==> src/rtl/soc_pkg.sv <==
// shared constants and controller/datapath interface types
// for the sorted occurrence counter; no dependencies
package soc_pkg;

  localparam int STORE_DEPTH   = 1024;
  localparam int ELEMENT_WIDTH = 32;
  localparam int IDX_W         = $clog2(STORE_DEPTH);
  localparam int CNT_W         = IDX_W + 1;
  localparam int POS_W         = IDX_W + 2;
  localparam int KIND_W        = 2;

  localparam logic [KIND_W-1:0] KIND_APPEND = 2'd0;
  localparam logic [KIND_W-1:0] KIND_QUERY  = 2'd1;
  localparam logic [KIND_W-1:0] KIND_CLEAR  = 2'd2;

  typedef struct packed {
    logic do_append;
    logic do_clear;
    logic do_query;
    logic init;
    logic probe;
    logic toward_left;
    logic save_first;
    logic load_result;
  } soc_cmd_t;

  typedef struct packed {
    logic more;
  } soc_status_t;

endpackage

==> src/rtl/soc_ctrl.sv <==
// controller state machine for the sorted occurrence counter
// depends on soc_pkg; drives soc_dp through soc_cmd_t
module soc_ctrl (
  input  logic                       clk,
  input  logic                       rst,
  input  logic                       in_valid,
  output logic                       in_ready,
  input  logic [soc_pkg::KIND_W-1:0] kind,
  output logic                       out_valid,
  input  logic                       out_ready,
  output soc_pkg::soc_cmd_t          cmd,
  input  soc_pkg::soc_status_t       status
);

  localparam logic [2:0] ST_IDLE    = 3'd0;
  localparam logic [2:0] ST_INIT_F  = 3'd1;
  localparam logic [2:0] ST_PROBE_F = 3'd2;
  localparam logic [2:0] ST_INIT_L  = 3'd3;
  localparam logic [2:0] ST_PROBE_L = 3'd4;
  localparam logic [2:0] ST_DONE    = 3'd5;

  logic [2:0] state;
  logic [2:0] state_next;
  logic       out_valid_next;
  logic       in_xfer;

  assign in_ready = (state == ST_IDLE);
  assign in_xfer  = in_valid && in_ready;

  always_comb begin
    cmd            = '0;
    state_next     = state;
    out_valid_next = out_valid && !out_ready;
    case (state)
      ST_IDLE: begin
        if (in_xfer) begin
          cmd.do_append = (kind == soc_pkg::KIND_APPEND);
          cmd.do_clear  = (kind == soc_pkg::KIND_CLEAR);
          cmd.do_query  = (kind == soc_pkg::KIND_QUERY);
          if (kind == soc_pkg::KIND_QUERY) state_next = ST_INIT_F;
        end
      end
      ST_INIT_F: begin
        cmd.init        = 1'b1;
        cmd.toward_left = 1'b1;
        state_next      = status.more ? ST_PROBE_F : ST_INIT_L;
      end
      ST_PROBE_F: begin
        cmd.probe       = 1'b1;
        cmd.toward_left = 1'b1;
        if (!status.more) state_next = ST_INIT_L;
      end
      ST_INIT_L: begin
        cmd.init       = 1'b1;
        cmd.save_first = 1'b1;
        state_next     = status.more ? ST_PROBE_L : ST_DONE;
      end
      ST_PROBE_L: begin
        cmd.probe = 1'b1;
        if (!status.more) state_next = ST_DONE;
      end
      ST_DONE: begin
        if (!out_valid || out_ready) begin
          cmd.load_result = 1'b1;
          out_valid_next  = 1'b1;
          state_next      = ST_IDLE;
        end
      end
      default: begin
        state_next = ST_IDLE;
      end
    endcase
  end

  always_ff @(posedge clk) begin
    if (rst) begin
      state     <= ST_IDLE;
      out_valid <= 1'b0;
    end else begin
      state     <= state_next;
      out_valid <= out_valid_next;
    end
  end

endmodule

==> config.mk <==
export PLATFORM = sky130hd
export DESIGN_NAME = soc_ctrl
export DESIGN_NICKNAME = d
export VERILOG_FILES = /design/src/rtl/soc_pkg.sv /design/src/rtl/soc_ctrl.sv
export SDC_FILE = /design/constraint.sdc
export NUM_CORES = 1
export LEC_CHECK = 0
export ABC_AREA = 1
export BUFFER_PORTS_ARGS = -buffer_cell sky130_fd_sc_hd__buf_4
export CORE_AREA = 3 3 40 42
export DETAILED_ROUTE_END_ITERATION = 6
export DIE_AREA = 0 0 43 45
export PLACE_DENSITY_LB_ADDON = 0.2
export SETUP_SLACK_MARGIN = 0.4
export SLEW_MARGIN = 30
export SYNTH_ARGS = -nofsm -noshare
export SYNTH_HDL_FRONTEND = slang
export SYNTH_SLANG_ARGS = --single-unit
export TNS_END_PERCENT = 1
==> constraint.sdc <==
create_clock -name clk -period 1.15 [get_ports clk]
set_input_delay 0.1725 -clock clk [delete_from_list [all_inputs] [get_ports clk]]
set_output_delay 0.1725 -clock clk [all_outputs]
set_load 0.02 [all_outputs]
==> reports/results.ini <==
[synth]
syn_area_um2 = 312.8
ys_seq_area_frac = 0.2560
yosys.cell_types.count = 15
syn-mean-instance-area_um2 = 6.800
synth_seq_cells = 4
synth_nets = 53
ys_warn_count = 0
syn-instance-count = 46

[drt]
via_count = 390
vias_per_cell = 4.432
antenna_left = 0
drt_first_pass_iters = 3
drc = 0
wire_per_inst_um = 9.830
drt_wl_total_um = 865
drt-initial-drc-count = 3

[grt]
antenna_found_initial = 0
grt.overflow.total = 0
grt_pass1_wl_mm = 1.455
grt_max_degree = 5
grt_pass1_vias = 355
track_usage = 0.09992

[placed_design]
pre_cts_ws_ns = -0.006964
port_buffers = 16
dp.cells = 83
gp_congestion = 0.7496
hpwl_um = 706.5

[timing]
hold_viol_final = 0
slew_headroom = 0.8724
clock.fmax_mhz = 734.7
slew_viol_final = 0
skew_ns = 0.0002164
fin_crit_ns = 1.361
period_share = 1.183
worstMarginPinSlew_ns = 0.1907
worst_slack_ns = -0.2110
rsz0062_at_grt = true
setup_viol = 8
tns_ns = -1.077
whs_ns = 0.1138

[power_and_ir_drop]
intPower_mw = 0.9148
switching_share = 0.4645
ir_worst_vdd_mv = 0.9770
p_sw_mw = 0.7936
clkPwrFrac = 0.104
leakage_nw = 0.3022
p_comb_frac = 0.752
power_density_nw_per_um2 = 2611
seqPwrFrac = 0.144

[run_status]
violations = negative setup slack
status = finished with violations

[critical_path]
cp_max_fo = 3
critPathRequiredTime_ns = 0.98
r2r_setup_slack_ns = 0.02
endpoint_kind = output pin
r2r_cells = 7
critPathLaunchType = flop
worst-setup-path-type = reg2out
worstPathArrival_ns = 1.19

[die]
placementRows = 13
die_y_um = 45
die_x_um = 43
initial_core_util = 0.2434
pin_count = 17
core_area_um2 = 1285
die_area_um2 = 1935

[layout]
fillCellCount = 132
diodes = 0
synthToLayoutAreaGrowth_pct = 109.2
utilization = 0.5093
nNetsFinal = 82
drive_gt1_frac = 0.7397
post_layout_nonfiller_instances = 88

[hold_path]
min_path_type = in2reg
min_path_cells = 2

[clock_network]
cts_buffers = 3
cts_tree = done
clk_pin_slew_ns = 0.04
cts-htree-levels = 1
insertion_delay_ns = 0.23
ctsHoldBuffers = 0
cts_max_path_buffers = 2
cts_root_buf = clkbuf_4
cts.sinks = 4

[job]
drv_cap = 0

[synth_stat cells]
cell     instances  area share
a21oi_1          5       0.080
a21oi_2          1       0.028
dfxtp_1          4        0.26
inv_1            6       0.072
inv_2            3       0.036
nand2_1          8       0.096
nand2_2          2       0.040
nand3_1          2       0.032
nand3_2          3       0.096
nor2_1           4       0.048
nor2_2           2       0.040
nor2_4           2       0.072
nor3_1           2       0.032
nor3_2           1       0.032
nor3b_2          1       0.040
[cell type report]
cell class                      instances  area (um^2)  share of cell area
Clock buffer                            3        22.52             0.03442
Inverter                                9        38.79             0.05927
Multi-Input combinational cell         33        279.0              0.4264
Sequential cell                         4        85.08              0.1300
Tap cell                               15        18.77             0.02868
Timing Repair Buffer                   24        210.2              0.3212
[layout by cell type, fill, tap and decap left out]
master / netlist / final
buf_4: 0 / 16
buf_6: 0 / 8
nand2_1: 8 / 5
inv_1: 6 / 5
nor2_4: 2 / 4
nor2_1: 4 / 4
a21oi_1: 5 / 4
dfxtp_2: 0 / 4
nand2_2: 2 / 3
clkbuf_4: 0 / 3
inv_2: 3 / 2
inv_4: 0 / 2
nor3_4: 0 / 2
nand2_4: 0 / 2
nand3_2: 3 / 2
nand3_4: 0 / 2
a21oi_2: 1 / 2
nor3b_4: 0 / 1
nor3_2: 1 / 1
nand3_1: 2 / 1
[path summary, 6_finish.rpt]
kind,end,start
max,cmd[6],state[0]
min,state[0],rst
max reg2reg,state[2],state[0]
min reg2reg,state[2],state[2]
[critical path: stages (launching register included)]
cell	delay, ns
dfxtp_2	0.33
nor2_4	0.13
nand2_4	0.07
inv_4	0.06
nand2_4	0.06
nor3b_4	0.17
buf_6	0.14
[layer usage]
layer | part of all wire | global-route usage | wire length, um | vias up
li1 | - | - | - | 202
met1 | 0.39 | 0.1157 | 338 | 177
met2 | 0.53 | 0.1617 | 456 | 11
met3 | 0.082 | 0.03586 | 71 | 0
met4 | 0 | 0.05422 | 0 | 0
met5 | 0 | 0 | 0 | -
[state kept, by name (all words and copies together) (netlist names)]
signal     count
out_valid      1
state          3
[power by group through the flow]
stage | Combinational (mW) | Clock, mW | Sequential [mW]
floorplan | 0.627 | 0 | 0.259
global placement | 1.06 | 0 | 0.236
detailed placement | 1.06 | 0 | 0.237
CTS | 1.29 | 0.186 | 0.246
global route | 1.38 | 0.197 | 0.255
finish | 1.28 | 0.178 | 0.246
[cells by family (layout without fill, tap and decap cells)]
group | after synthesis | count (layout) | share of synthesized area
and+or+nand+nor | 27 | 27 | 0.5280
DFF | 4 | 4 | 0.2560
buffers and inverters | 9 | 36 | 0.1080
AOI/OAI and AO/OA | 6 | 6 | 0.1080
[per-stage QoR]
stage	total power, mW	area, um^2
global route	1.830	654.4
CTS	1.724	654.4
finish	1.708	654.4
global placement	1.296	544.3
floorplan	0.8868	360.3
detailed placement	1.297	544.3
[what timing repair did]
| action | in CTS | in global routing |
|---|---|---|
| setup endpoints to repair | 14 | 14 |
| pin swaps | 6 | 2 |
| gates resized for setup | 19 | 0 |
| setup buffers | 2 | 0 |
| endpoints found under the hold margin | 0 | 0 |
Power figures use the tool's default switching activity.
